`config.mk`:
```
export PLATFORM = sky130hd
export DESIGN_NAME = keypad_scan_debounce_autorepeat_core
export DESIGN_NICKNAME = d
export VERILOG_FILES = /design/src/rtl/core/ksda_pkg.sv /design/src/rtl/core/ksda_csr.sv /design/src/rtl/core/ksda_row_ram.sv /design/src/rtl/core/ksda_row_update.sv /design/src/rtl/core/keypad_scan_debounce_autorepeat_core.sv
export VERILOG_INCLUDE_DIRS = /design/src /design/src/rtl/core
export SDC_FILE = /design/constraint.sdc
export NUM_CORES = 1
export LEC_CHECK = 0
export BUFFER_PORTS_ARGS = -buffer_cell sky130_fd_sc_hd__buf_2
export CORE_UTILIZATION = 45
export DETAILED_ROUTE_END_ITERATION = 12
export SLEW_MARGIN = 5
export SYNTH_ARGS = -nofsm -noshare
export SYNTH_HDL_FRONTEND = slang
export SYNTH_SLANG_ARGS = --single-unit
```
`constraint.sdc`:
```
create_clock -name clock -period 7.3 [get_ports clock]
set_clock_uncertainty 0.2 [all_clocks]
set_input_delay 0.365 -clock clock [delete_from_list [all_inputs] [get_ports clock]]
set_output_delay 0.365 -clock clock [all_outputs]
set_load 0.02 [all_outputs]
```
`src/rtl/core/keypad_scan_debounce_autorepeat_core_defines.svh`:
```
// Assertion macros shared by the keypad scanner RTL.
`ifndef KEYPAD_SCAN_DEBOUNCE_AUTOREPEAT_CORE_DEFINES_SVH
`define KEYPAD_SCAN_DEBOUNCE_AUTOREPEAT_CORE_DEFINES_SVH

// Same-cycle implication, off while reset is high.
`define KSDA_ASSERT_IMPLY(lbl, clk, rst, ante, cons) \
   lbl: assert property (@(posedge clk) disable iff (rst) (ante) |-> (cons)) \
      else $error("%m: implication check failed");

// Next-cycle implication, off while reset is high.
`define KSDA_ASSERT_NEXT(lbl, clk, rst, ante, cons) \
   lbl: assert property (@(posedge clk) disable iff (rst) (ante) |=> (cons)) \
      else $error("%m: next-cycle check failed");

`endif

```
`src/rtl/core/ksda_pkg.sv`:
```
`default_nettype none
package ksda_pkg;

   localparam int ROWS          = 4;
   localparam int COLUMNS       = 3;
   localparam int KEY_COUNT     = 12;
   localparam int COUNTER_WIDTH = 16;
   localparam int COL_W         = 2;
   localparam int CODE_W        = 8;
   localparam int TICK_W        = 16;
   localparam int CSR_ADDR_W    = 4;
   localparam int CSR_DATA_W    = 32;

   typedef logic [COUNTER_WIDTH-1:0]          cnt_type;
   typedef logic [ROWS-1:0][COUNTER_WIDTH-1:0] cnt_row_type;
   typedef logic [COL_W-1:0]                  col_type;
   typedef logic [CODE_W-1:0]                 code_type;
   typedef logic [TICK_W-1:0]                 tick_type;
   typedef logic [ROWS-1:0]                   rows_type;

   // Register indexes on the configuration port
   typedef enum logic [1:0] {
      REG_DEBOUNCE   = 2'd0,
      REG_REPEAT     = 2'd1,
      REG_RUN_CODE   = 2'd2,
      REG_CLEAR_CODE = 2'd3
   } reg_index_type;

   localparam tick_type DEBOUNCE_RESET   = tick_type'(20);
   localparam tick_type REPEAT_RESET     = tick_type'(200);
   localparam code_type RUN_CODE_RESET   = code_type'(10);
   localparam code_type CLEAR_CODE_RESET = code_type'(11);

   // Counter value of a row that was never written since reset
   localparam cnt_type CNT_RESET = cnt_type'(DEBOUNCE_RESET);

   localparam col_type FIRST_COL = col_type'(0);
   localparam col_type MID_COL   = col_type'(1);
   localparam col_type LAST_COL  = col_type'(COLUMNS - 1);

   typedef struct packed {
      tick_type debounce_ticks;
      tick_type repeat_ticks;
      code_type run_key_code;
      code_type clear_key_code;
   } cfg_type;

   typedef struct packed {
      logic     key_valid;
      code_type key_code;
   } key_result_type;

   // Fixed key codes, column by column from bottom row up
   localparam code_type CODE_TABLE [KEY_COUNT] = '{
      code_type'(0), code_type'(7), code_type'(4), code_type'(1),
      code_type'(0), code_type'(8), code_type'(5), code_type'(2),
      code_type'(0), code_type'(9), code_type'(6), code_type'(3)
   };

   // Map a key to its code; the bottom keys of the outer columns are programmable
   function automatic code_type key_code_of(col_type col, logic [1:0] row,
                                            code_type run_key, code_type clear_key);
      logic [3:0] idx;
      code_type   code;
      idx  = {col, row};
      code = '0;
      if (row == 2'd0 && col == FIRST_COL) begin
         code = run_key;
      end else if (row == 2'd0 && col == LAST_COL) begin
         code = clear_key;
      end else if (idx < 4'(KEY_COUNT)) begin
         code = CODE_TABLE[idx];
      end
      return code;
   endfunction

endpackage
`default_nettype wire

```
`src/rtl/core/ksda_csr.sv`:
```
`default_nettype none
module ksda_csr (
   input  wire logic                                clock,
   input  wire logic                                reset,
   input  wire logic                                csr_psel,
   input  wire logic                                csr_penable,
   input  wire logic                                csr_pwrite,
   input  wire logic [ksda_pkg::CSR_ADDR_W-1:0]     csr_paddr,
   input  wire logic [ksda_pkg::CSR_DATA_W-1:0]     csr_pwdata,
   output      logic [ksda_pkg::CSR_DATA_W-1:0]     csr_prdata,
   output      logic                                csr_pready,
   output      ksda_pkg::cfg_type                   cfg
);

   ksda_pkg::cfg_type       cfg_ff, cfg_in;
   ksda_pkg::reg_index_type reg_idx;
   logic                    wr_en;

   assign csr_pready = 1'b1;
   assign reg_idx    = ksda_pkg::reg_index_type'(csr_paddr[3:2]);
   assign wr_en      = csr_psel & csr_penable & csr_pwrite & csr_pready;
   assign cfg        = cfg_ff;

   // Decode the write
   always_comb begin
      cfg_in = cfg_ff;
      if (wr_en) begin
         unique case (reg_idx)
            ksda_pkg::REG_DEBOUNCE:
               cfg_in.debounce_ticks = csr_pwdata[ksda_pkg::TICK_W-1:0];
            ksda_pkg::REG_REPEAT:
               cfg_in.repeat_ticks = csr_pwdata[ksda_pkg::TICK_W-1:0];
            ksda_pkg::REG_RUN_CODE:
               cfg_in.run_key_code = csr_pwdata[ksda_pkg::CODE_W-1:0];
            ksda_pkg::REG_CLEAR_CODE:
               cfg_in.clear_key_code = csr_pwdata[ksda_pkg::CODE_W-1:0];
         endcase
      end
   end

   always_ff @(posedge clock) begin
      if (reset) begin
         cfg_ff.debounce_ticks <= ksda_pkg::DEBOUNCE_RESET;
         cfg_ff.repeat_ticks   <= ksda_pkg::REPEAT_RESET;
         cfg_ff.run_key_code   <= ksda_pkg::RUN_CODE_RESET;
         cfg_ff.clear_key_code <= ksda_pkg::CLEAR_CODE_RESET;
      end else begin
         cfg_ff <= cfg_in;
      end
   end

   // Read back the addressed register
   always_comb begin
      unique case (reg_idx)
         ksda_pkg::REG_DEBOUNCE:
            csr_prdata = ksda_pkg::CSR_DATA_W'(cfg_ff.debounce_ticks);
         ksda_pkg::REG_REPEAT:
            csr_prdata = ksda_pkg::CSR_DATA_W'(cfg_ff.repeat_ticks);
         ksda_pkg::REG_RUN_CODE:
            csr_prdata = ksda_pkg::CSR_DATA_W'(cfg_ff.run_key_code);
         ksda_pkg::REG_CLEAR_CODE:
            csr_prdata = ksda_pkg::CSR_DATA_W'(cfg_ff.clear_key_code);
      endcase
   end

endmodule
`default_nettype wire

```
`src/rtl/core/ksda_row_ram.sv`:
```
`default_nettype none
module ksda_row_ram (
   input  wire logic                  clock,
   input  wire logic                  rd_en,
   input  wire ksda_pkg::col_type     rd_addr,
   output      ksda_pkg::cnt_row_type rd_data,
   input  wire logic                  wr_en,
   input  wire ksda_pkg::col_type     wr_addr,
   input  wire ksda_pkg::cnt_row_type wr_data
);

   // One row of countdowns per keypad column
   ksda_pkg::cnt_row_type mem [ksda_pkg::COLUMNS];
   ksda_pkg::cnt_row_type rd_data_ff;

   assign rd_data = rd_data_ff;

   always_ff @(posedge clock) begin
      if (wr_en) begin
         mem[wr_addr] <= wr_data;
      end
   end

   // Registered read; hold the data between reads
   always_ff @(posedge clock) begin
      if (rd_en) begin
         rd_data_ff <= mem[rd_addr];
      end
   end

endmodule
`default_nettype wire

```
`src/rtl/core/ksda_row_update.sv`:
```
`default_nettype none
module ksda_row_update (
   input  wire ksda_pkg::col_type        col,
   input  wire ksda_pkg::rows_type       row_levels,
   input  wire ksda_pkg::cnt_row_type    cnt_cur,
   input  wire ksda_pkg::cfg_type        cfg,
   output      ksda_pkg::cnt_row_type    cnt_new,
   output      ksda_pkg::key_result_type result
);

   ksda_pkg::cnt_type debounce_cnt;
   ksda_pkg::cnt_type repeat_cnt;

   assign debounce_cnt = ksda_pkg::cnt_type'(cfg.debounce_ticks);
   assign repeat_cnt   = ksda_pkg::cnt_type'(cfg.repeat_ticks);

   // Count down pressed keys, reload released ones; the highest firing row wins
   always_comb begin
      ksda_pkg::cnt_type dec;
      result = '0;
      cnt_new = cnt_cur;
      for (int r = 0; r < ksda_pkg::ROWS; r++) begin
         dec = cnt_cur[r] - 1'b1;
         if (!row_levels[r]) begin
            if (dec == '0) begin
               result.key_valid = 1'b1;
               result.key_code  = ksda_pkg::key_code_of(col, 2'(r),
                                     cfg.run_key_code, cfg.clear_key_code);
               cnt_new[r] = repeat_cnt;
            end else begin
               cnt_new[r] = dec;
            end
         end else begin
            cnt_new[r] = debounce_cnt;
         end
      end
   end

endmodule
`default_nettype wire

```
`src/rtl/core/keypad_scan_debounce_autorepeat_core.sv`:
```
`default_nettype none
`include "keypad_scan_debounce_autorepeat_core_defines.svh"
// Keypad scanner for a 3-column by 4-row matrix. Each req item carries the four
// active-low row levels of the column now driven; columns go 0, 1, 2, 0, ...
// Every item yields exactly one rsp item naming the scanned column and, when a
// key's countdown ran out, its code (a held key repeats every repeat_ticks
// scans after the first report at debounce_ticks). One item is taken per clock
// cycle while the rsp side does not stall; a result goes through the registered
// read of the column's countdown row from the row memory and then through the
// update and output register. Neighboring items always touch different rows,
// so a read never meets a pending write to its own row. Per-row valid bits
// make the countdowns read as 20 after reset; there is no clearing pass.
module keypad_scan_debounce_autorepeat_core (
   input  wire logic                                clock,
   input  wire logic                                reset,
   // req_tdata: [3:0] row_levels, [7:4] zero
   input  wire logic                                req_tvalid,
   output      logic                                req_tready,
   input  wire logic [7:0]                          req_tdata,
   // rsp_tdata: [7:0] key_code, [9:8] scanned_column, [15:10] zero
   output      logic                                rsp_tvalid,
   input  wire logic                                rsp_tready,
   output      logic [15:0]                         rsp_tdata,
   // rsp_tuser: [0] key_valid
   output      logic                                rsp_tuser,
   input  wire logic                                csr_psel,
   input  wire logic                                csr_penable,
   input  wire logic                                csr_pwrite,
   input  wire logic [ksda_pkg::CSR_ADDR_W-1:0]     csr_paddr,
   input  wire logic [ksda_pkg::CSR_DATA_W-1:0]     csr_pwdata,
   output      logic [ksda_pkg::CSR_DATA_W-1:0]     csr_prdata,
   output      logic                                csr_pready
);

   ksda_pkg::cfg_type        cfg;
   ksda_pkg::col_type        col_ff, col_in, col_eff;
   logic                     accept;
   logic                     s1_adv;
   logic                     s1_valid_ff, s1_valid_in;
   ksda_pkg::rows_type       s1_rows_ff;
   ksda_pkg::col_type        s1_col_ff;
   logic                     s1_init_ff;
   logic [ksda_pkg::COLUMNS-1:0] row_written_ff, row_written_in;
   ksda_pkg::cnt_row_type    ram_rd_data;
   ksda_pkg::cnt_row_type    cnt_cur;
   ksda_pkg::cnt_row_type    cnt_new;
   ksda_pkg::key_result_type result;
   logic                     out_valid_ff, out_valid_in;
   ksda_pkg::key_result_type out_result_ff;
   ksda_pkg::col_type        out_col_ff;

   ksda_csr u_csr (
      .clock       (clock),
      .reset       (reset),
      .csr_psel    (csr_psel),
      .csr_penable (csr_penable),
      .csr_pwrite  (csr_pwrite),
      .csr_paddr   (csr_paddr),
      .csr_pwdata  (csr_pwdata),
      .csr_prdata  (csr_prdata),
      .csr_pready  (csr_pready),
      .cfg         (cfg)
   );

   // Handshake and stage advance
   assign s1_adv     = s1_valid_ff & (~out_valid_ff | rsp_tready);
   assign req_tready = ~s1_valid_ff | s1_adv;
   assign accept     = req_tvalid & req_tready;

   // Column rotation; an unused code counts as the first column
   assign col_eff = (col_ff == 2'd3) ? ksda_pkg::FIRST_COL : col_ff;
   always_comb begin
      col_in = col_ff;
      if (accept) begin
         col_in = (col_eff == ksda_pkg::LAST_COL) ? ksda_pkg::FIRST_COL
                                                   : col_eff + ksda_pkg::MID_COL;
      end
   end

   ksda_row_ram u_row_ram (
      .clock   (clock),
      .rd_en   (accept),
      .rd_addr (col_eff),
      .rd_data (ram_rd_data),
      .wr_en   (s1_adv),
      .wr_addr (s1_col_ff),
      .wr_data (cnt_new)
   );

   // Unwritten rows read as the reset countdown
   assign cnt_cur = s1_init_ff ? ram_rd_data : {ksda_pkg::ROWS{ksda_pkg::CNT_RESET}};

   ksda_row_update u_row_update (
      .col        (s1_col_ff),
      .row_levels (s1_rows_ff),
      .cnt_cur    (cnt_cur),
      .cfg        (cfg),
      .cnt_new    (cnt_new),
      .result     (result)
   );

   // Mark rows written back
   always_comb begin
      row_written_in = row_written_ff;
      if (s1_adv) begin
         row_written_in[s1_col_ff] = 1'b1;
      end
   end

   always_comb begin
      s1_valid_in = s1_valid_ff;
      if (accept) begin
         s1_valid_in = 1'b1;
      end else if (s1_adv) begin
         s1_valid_in = 1'b0;
      end
   end

   always_comb begin
      out_valid_in = out_valid_ff;
      if (s1_adv) begin
         out_valid_in = 1'b1;
      end else if (rsp_tready) begin
         out_valid_in = 1'b0;
      end
   end

   always_ff @(posedge clock) begin
      if (reset) begin
         col_ff         <= ksda_pkg::FIRST_COL;
         s1_valid_ff    <= 1'b0;
         out_valid_ff   <= 1'b0;
         row_written_ff <= '0;
      end else begin
         col_ff         <= col_in;
         s1_valid_ff    <= s1_valid_in;
         out_valid_ff   <= out_valid_in;
         row_written_ff <= row_written_in;
      end
   end

   // Capture the item alongside its memory read
   always_ff @(posedge clock) begin
      if (accept) begin
         s1_rows_ff <= req_tdata[ksda_pkg::ROWS-1:0];
         s1_col_ff  <= col_eff;
         s1_init_ff <= row_written_ff[col_eff];
      end
   end

   // Load the result register
   always_ff @(posedge clock) begin
      if (s1_adv) begin
         out_result_ff <= result;
         out_col_ff    <= s1_col_ff;
      end
   end

   assign rsp_tvalid = out_valid_ff;
   assign rsp_tuser  = out_result_ff.key_valid;
   assign rsp_tdata  = {6'd0, out_col_ff, out_result_ff.key_code};

   `KSDA_ASSERT_IMPLY(a_no_row_collision, clock, reset, accept && s1_adv, col_eff != s1_col_ff)
   `KSDA_ASSERT_IMPLY(a_code_zero_when_idle, clock, reset, rsp_tvalid && !rsp_tuser, rsp_tdata[7:0] == 8'd0)
   `KSDA_ASSERT_IMPLY(a_column_in_range, clock, reset, rsp_tvalid, rsp_tdata[9:8] != 2'd3)
   `KSDA_ASSERT_NEXT(a_column_rotates, clock, reset, accept, col_ff == (($past(col_eff) == ksda_pkg::LAST_COL) ? ksda_pkg::FIRST_COL : $past(col_eff) + ksda_pkg::MID_COL))

endmodule
`default_nettype wire

```
; Word-level counts from Yosys, hierarchy flattened
; Memory sizes are Yosys's and may differ from the RTL's. A register that Yosys moved wholly into a read port is not among the register bits.
; Cells that the tools add are included.
[op_classes]
n_addsub = 5
magnitude_cmp = 11
eq_ne = 6
mux = 44
bitwise_logic = 13
reduce_logical = 13
[ops]
columns = cell, n
row1 = $mux 16, 8
row2 = $pmux 32 s4, 1
row3 = $mux 8, 14
row4 = $mux 9, 8
row5 = $logic_not 16->1, 4
row6 = $mux 64, 1
row7 = $sub 16x1->16 const B, 4
row8 = $ge 5x5->1 const B, 4
row9 = $not 4->5, 4
row10 = $lt 4x4->1 const B, 4
row11 = $eq 2x2->1 const B, 5
row12 = $mux 1, 8
row13 = $reduce_and 2->1, 4
row14 = $lt 2x3->1 const B, 2
row15 = $and 1x1->1, 4
row16 = $logic_not 2->1, 2
row17 = $mux 2, 2
row18 = $reduce_bool 2->1, 2
row19 = $or 3x3->3, 1
row20 = $add 2x1->2 const B, 1
row21 = $bmux 1 s2, 1
row22 = $demux 1 s2, 1
row23 = $eq 2x1->1 const B, 1
row24 = $ge 2x1->1 const B, 1
row25 = 3 further kinds, 5
[word_totals]
regBits = 73
mem_bits_rw = 192
rom_bits = 512
inputBits = 51
output_inout_bits = 52
memories = 5
[mem_list]
columns = name, depth, width, read_ports, rd_clocked_by_memory_dff, write_ports, line
row1 = u_row_ram.mem, 3, 64, 1, 1, 1, ksda_row_ram.sv:13  ; ksda_pkg::cnt_row_type mem [ksda_pkg::COLUMNS];
row2 = (no name shown), 16, 8, 1, 0, 0, ksda_pkg.sv:72  ; code = CODE_TABLE[idx];
row3 = (no name shown), 16, 8, 1, 0, 0, ksda_pkg.sv:72
row4 = (no name shown), 16, 8, 1, 0, 0, ksda_pkg.sv:72
row5 = (no name shown), 16, 8, 1, 0, 0, ksda_pkg.sv:72

; Longest topological paths before layout
; Gate-level depths: netlist (run 1).
[logic_depth]
depth_word = 15
ltp_mapped = 15
depth_no_buf = 11

; By module
; A second synthesis (run 1) with hierarchy kept.
[hier_totals]
hier_cells = 1338
hier_area_um2 = 16012.9
[by_module_without_submodules]
columns = mod, n_inst, cells_per_inst, area_each_um2
row1 = ksda_row_ram, 1, 472, 9077.5
row2 = ksda_row_update, 1, 489, 3093.0
row3 = ksda_csr, 1, 243, 2463.6
row4 = keypad_scan_debounce_autorepeat_core, 1, 134, 1378.8

; Least setup slack after synthesis (run 1)
; Ideal clock, no wire load.
[synth_timing]
path_kind = reg-to-reg
start = reg s1_init_ff
end = mem u_row_ram.mem[0][0] (netlist bit), data pin
setup_time_ns = 0.284
arrival_ns = 3.949
required_time_ns = 6.816
slack_ns = 2.867
path_stages_with_launch = 16
n_path_buf = 5
period_less_slack_ns = 4.433
path_cell_list = edfxtp_1 > buf_2 > buf_1 > clkbuf_1 > buf_1 > nand2_1 > ha_1 > nor3b_1 > nand2_1 > or3_1 > xnor2_1 > o41a_1 > nor4_1 > buf_2 > mux2i_1 > o21ai_0
[synth_lines]
columns = element, line
row1 = start: declaration, keypad_scan_debounce_autorepeat_core.sv:42  ; logic s1_init_ff;
row2 = start signal: assignment, keypad_scan_debounce_autorepeat_core.sv:147  ; s1_init_ff <= row_written_ff[col_eff];
row3 = end: declaration, ksda_row_ram.sv:13

==> out/results.ini, run 1 <==
[clock_tree]
ctsResizeCount = 0
clk_latency_ns = 0.53
cts_buffers = 36
clockRootBuffer = clkbuf_16
htreeDepth = 2
cts.clk_slew.worst_paths_ns = 0.06
cts_tree = done
clkSinkCount = 329
cts_buffer_depth = 3

[synthesis]
synthFlopType = edfxtp_1
synth-edff-count = 274
synth_top_cell_area_share = 0.538
avgSynthCellArea_um2 = 11.5
synth_common_cells = edfxtp_1, nand2_1, o21ai_0, mux2i_1, a21oi_1
ys_ff_latch = 329
syn-cell-area_um2 = 15300
synth_top_area_cell = edfxtp_1
synth_area_leaders = edfxtp_1, dfxtp_1, mux2i_1, nand2_1, o21ai_0
synth.most_common_cell = edfxtp_1
yosysSeqAreaShare = 0.610
ys_async_sr_fraction = 0
yosysWarnings = 0
synth_cells = 1326
yosysUniqueCellTypes = 69

[drt]
routed_wl_um = 38200
wl_per_cell_um = 20.6
via_per_inst = 5.58
route.antenna.remaining_nets = 0
first_iter_violations = 965
drc = 0
drtPass1Iterations = 5
vias = 10400

[power_and_ir_drop]
seq_power_share = 0.506
power.leakage_nw = 5.84
ir_drop_mv = 0.180
p_sw_w = 0.00103
p_clk_frac = 0.412
p_int_w = 0.00329
combPwrFrac = 0.083
swShare = 0.237
powerDensity_nw_per_um2 = 250

[worst_setup_path]
critPathBufInv = 1
worstPathCellList = buf_4 > nand2_1 > ha_1 > nor2b_1 > nand2_1 > a221oi_1 > a31oi_1 > nor3_2 > a2111oi_0 > a21oi_1
crit_path_start_kind = register
cpPeakStageDelay_ns = 0.96
endpoint_kind = register
crit_top_cell = nand2_1
crit_type = register to register
crit_fanout = 31
crit_path_top_delay_cell = nor3_2
worstPathRequired_ns = 7.42
cp.arrival_ns = 4.49
crit_family = simple AND/OR/NAND/NOR gates

[timing]
finalSetupViolCount = 0
period_needed_ns = 4.37
fmax_ghz = 0.229
rsz0062_at_grt = false
drv_slew = 0
setup_tns_ns = 0
hold_ws_ns = 0.257
hold_viol_final = 0
worst_pin_slew_ns = 1.19
setup_ws_ns = 2.93
max_slew_margin = 0.205
post-route-period-util = 0.599

[grt]
grt_pass1_wl_um = 58600
antenna_found_initial = 0
grt_pass1_vias = 9689
overflow = 0
grt_max_degree = 73
grt_usage = 0.221

[die]
die_area_um2 = 34700
die_h_um = 186
start_util = 0.456
die_x_um = 186
rows = 67
ioPinCount = 103
core_region_area_um2 = 33500

[placement]
io_buffer_count = 57
gp_congestion = 0.902
dp_slack_ns = 2.99
hpwl_um = 24200

[finish]
drive_gt1_frac = 0.114
nNetsFinal = 1447
num_antenna_cells = 0
area_growth_pct = 13.0

[job]
drv_cap = 0

[worst_hold_path]
holdCritPathClass = input port to register

[outcome]
outcome = completed

==> final cells by class <==
type / count / area [um2]
Inverter: 34 / 129
Multi-Input combinational cell: 883 / 5490
Fill cell: 2956 / 16200
Timing Repair Buffer: 97 / 643
Clock inverter: 22 / 196
Clock buffer: 44 / 952
Tap cell: 448 / 561
Sequential cell: 329 / 9330
==> layout by cell type, fill, tap and decap left out, drive strengths merged, types with 7 or more instances in the layout <==
master	count
xnor2	15
a21oi	89
nor2	83
conb	23
o21ai	101
mux4	8
nor3	25
buf	74
clkinv	16
ha	15
and3	7
dfxtp	55
a211o	8
xor2	18
a2111oi	7
nand4b	9
mux2i	100
nor4	19
a211oi	26
nand2	209
inv	36
nand3	10
edfxtp	274
a221oi	11
nand4	7
clkbuf	44
or2	7
dlygate4sd3	23
==> what timing repair did <==
item / in CTS / in global routing
hold buffers: 23 / 0
buffers inserted: 0 / 0
hold endpoints to repair: 49 / 0
==> final timing paths <==
path | startpoint | to | slack (ns) | cells past startpoint
worst max-delay path | s1_init_ff | u_row_ram.mem[1][56] | 2.93 | 10
worst min-delay path | csr_penable | u_csr.cfg[32] | 0.26 | 5
worst max register to register | s1_init_ff | u_row_ram.mem[1][56] | 2.93 | 10
worst min register to register | row_written_ff[0] | row_written_ff[0] | 0.27 | 2
==> worst register-to-register path: stages (launching register included) <==
cell	delay, ns
edfxtp_1	0.53
buf_4	0.32
nand2_1	0.16
ha_1	0.22
nor2b_1	0.38
nand2_1	0.21
a221oi_1	0.43
a31oi_1	0.18
nor3_2	0.96
a2111oi_0	0.27
a21oi_1	0.29
==> metal layers <==
| layer | vias to the layer above | GRT usage | wire [um] |
|---|---|---|---|
| met5 | - | 0 | 0 |
| met4 | 0 | 0.0696 | 1020 |
| met3 | 70 | 0.0261 | 2130 |
| met2 | 363 | 0.360 | 17900 |
| met1 | 4952 | 0.309 | 17200 |
| li1 | 4978 | - | - |
==> stage by stage <==
step	total power (W)	utilization	instances	instance area (um2)
finish	0.00432	0.516	1857	17300
floorplan	0.00246	-	1347	15400
global route	0.00447	0.516	1857	17300
CTS	0.00435	0.516	1857	17300
detailed placement	0.00257	0.475	1768	15900
global placement	0.00256	0.475	1768	15900
==> registers in the layout, summed over array words and instances, names as in the netlist <==
signal             count
rsp_tvalid             1
row_written_ff         3
u_row_ram.mem        192
out_col_ff             2
rsp_tdata              8
u_row_ram.rd_data     64
s1_init_ff             1
s1_valid_ff            1
rsp_tuser              1
col_ff                 2
s1_rows_ff             4
u_csr.cfg             48
s1_col_ff              2
==> power groups by stage <==
| stage | Sequential (W) | Clock [W] | Combinational (W) |
|---|---|---|---|
| 2_1_floorplan | 0.00220 | 0 | 0.000261 |
| 3_3_place_gp | 0.00222 | 0 | 0.000344 |
| 3_5_place_dp | 0.00222 | 0 | 0.000350 |
| 4_1_cts | 0.00218 | 0.00181 | 0.000360 |
| 5_1_grt | 0.00219 | 0.00188 | 0.000395 |
| 6_report | 0.00218 | 0.00178 | 0.000357 |
==> cell families (layout without fill, tap and decap cells) <==
| logic type | Yosys count | after routing | synth area share |
|---|---|---|---|
| AND/OR/NAND/NOR | 420 | 420 | 0.129 |
| adder cells (fa/ha/maj) | 15 | 15 | 0.0123 |
| XOR/XNOR | 33 | 33 | 0.0189 |
| multiplexers | 109 | 109 | 0.0779 |
| other | 2 | 23 | 0.000491 |
| AO/OA/AOI/OAI | 283 | 283 | 0.112 |
| flip-flops | 329 | 329 | 0.610 |
| buffers and inverters | 135 | 197 | 0.0401 |
Power figures use the tool's default switching activity.
==> run 2, diff against run 1 <==
==> constraint.sdc (replaced) <==
create_clock -name clock -period 4.3 [get_ports clock]
set_clock_uncertainty 0.2 [all_clocks]
set_input_delay 0.215 -clock clock [delete_from_list [all_inputs] [get_ports clock]]
set_output_delay 0.215 -clock clock [all_outputs]
set_load 0.02 [all_outputs]
==> out/results.ini, run 2 (same netlist as run 1, synthesis figures left out) <==
[clock_tree]
clkSinkCount = 329
cts_buffer_depth = 3
cts_tree = done
clockRootBuffer = clkbuf_16
post_cts_buffers = 0
cts_buffers = 36
cts.clk_slew.worst_paths_ns = 0.06
clk_latency_ns = 0.54
ctsResizeCount = 0
htreeDepth = 2

[timing]
drv_slew = 0
hold_viol_final = 0
post-route-period-util = 0.919
fmax_ghz = 0.253
worst_pin_slew_ns = 1.12
setup_tns_ns = 0
hold_ws_ns = 0.114
finalSetupViolCount = 0
rsz0062_at_grt = false
period_needed_ns = 3.95
max_slew_margin = 0.254

[placement]
hpwl_um = 25400
gp_congestion = 0.853
dpl.cell_count = 1779
io_buffer_count = 57

[worst_setup_path]
cp.arrival_ns = 4.05
worstPathRequired_ns = 4.40
endpoint_kind = register
crit_fanout = 30
reg2reg_slack_ns = 0.35
crit_type = register to register
crit_path_start_kind = register

[finish]
layout_commonest_cell = edfxtp_1
area_growth_pct = 13.7
fillers = 3004
nNetsFinal = 1458
final_cell_mix = edfxtp_1, nand2_1, o21ai_0
regMostFlops = u_row_ram.mem
ff_latch_area_um2 = 9330
fin_cells = 1864
num_antenna_cells = 0
largest_reg_flops = 192
multi_input_area_um2 = 5500
drive_gt1_frac = 0.117
utilization = 0.519

[die]
start_util = 0.456
die_h_um = 186
rows = 67
die_area_um2 = 34700
core_region_area_um2 = 33500
ioPinCount = 103
die_x_um = 186

[drt]
drc = 0
drtPass1Iterations = 5
first_iter_violations = 828
wl_per_cell_um = 21.8
via_per_inst = 5.67
routed_wl_um = 40500
route.antenna.remaining_nets = 0
vias = 10600

[power_and_ir_drop]
power.leakage_nw = 5.89
ir_drop_mv = 0.344
powerDensity_nw_per_um2 = 417

[grt]
grt_pass1_wl_um = 60700
grt_pass1_vias = 9982
grt_max_degree = 85
antenna_found_initial = 0
grt_usage = 0.233
overflow = 0

[worst_hold_path]
holdCritPathClass = input port to register

[job]
drv_cap = 0

[outcome]
outcome = completed

## run 2: stage by stage
step	total power (W)	instance area (um2)	setup WS, ns
detailed placement	0.00438	16100	0.464
CTS	0.00730	17400	0.427
finish	0.00725	17400	0.349
global placement	0.00437	16100	0.465
floorplan	0.00418	15400	0.0930
global route	0.00751	17400	0.00222
## run 2: final timing paths
kind | depth (start not counted) | endpoint | startpoint
worst max-delay path | 11 | u_row_ram.mem[1][21] | s1_init_ff
worst min-delay path | 5 | u_csr.cfg[35] | csr_penable
worst max register to register | 11 | u_row_ram.mem[1][21] | s1_init_ff
worst min register to register | 2 | u_csr.cfg[43] | u_csr.cfg[43]
## run 2: power breakdown
part | switching (W) | total [W] | internal (W)
sequential | 0.000108 | 0.00371 | 0.00361
clock | 0.00122 | 0.00292 | 0.00170
combinational | 0.000392 | 0.000617 | 0.000225
total | 0.00172 | 0.00725 | 0.00553
## run 2: area by class of cell
cell class,instances,area share
Multi-Input combinational cell,883,0.316
Inverter,34,0.00741
Clock buffer,46,0.0555
Tap cell,448,0.0322
Clock inverter,16,0.00727
Timing Repair Buffer,108,0.0453
Sequential cell,329,0.536
## run 2: repair_timing
item,in CTS,in global routing
hold buffers,23,0
hold endpoints to repair,54,0
endpoints found under the setup margin,0,0
## run 2: worst max-delay path, stage by stage, from the launching register on
cell	delay, ns
edfxtp_1	0.45
buf_12	0.21
nand2_1	0.12
ha_1	0.31
nand2b_1	0.19
nor4_1	0.54
xnor2_1	0.20
nor4_2	0.28
and4_1	0.57
buf_4	0.24
a22oi_1	0.08
o21ai_0	0.32
## run 2: routing by layer
metal	GRT usage	share of wire	wire length, um
met4	0.109	0.044	1770
met1	0.322	0.43	17600
met5	0	0	0
met2	0.354	0.45	18100
met3	0.0446	0.074	3010
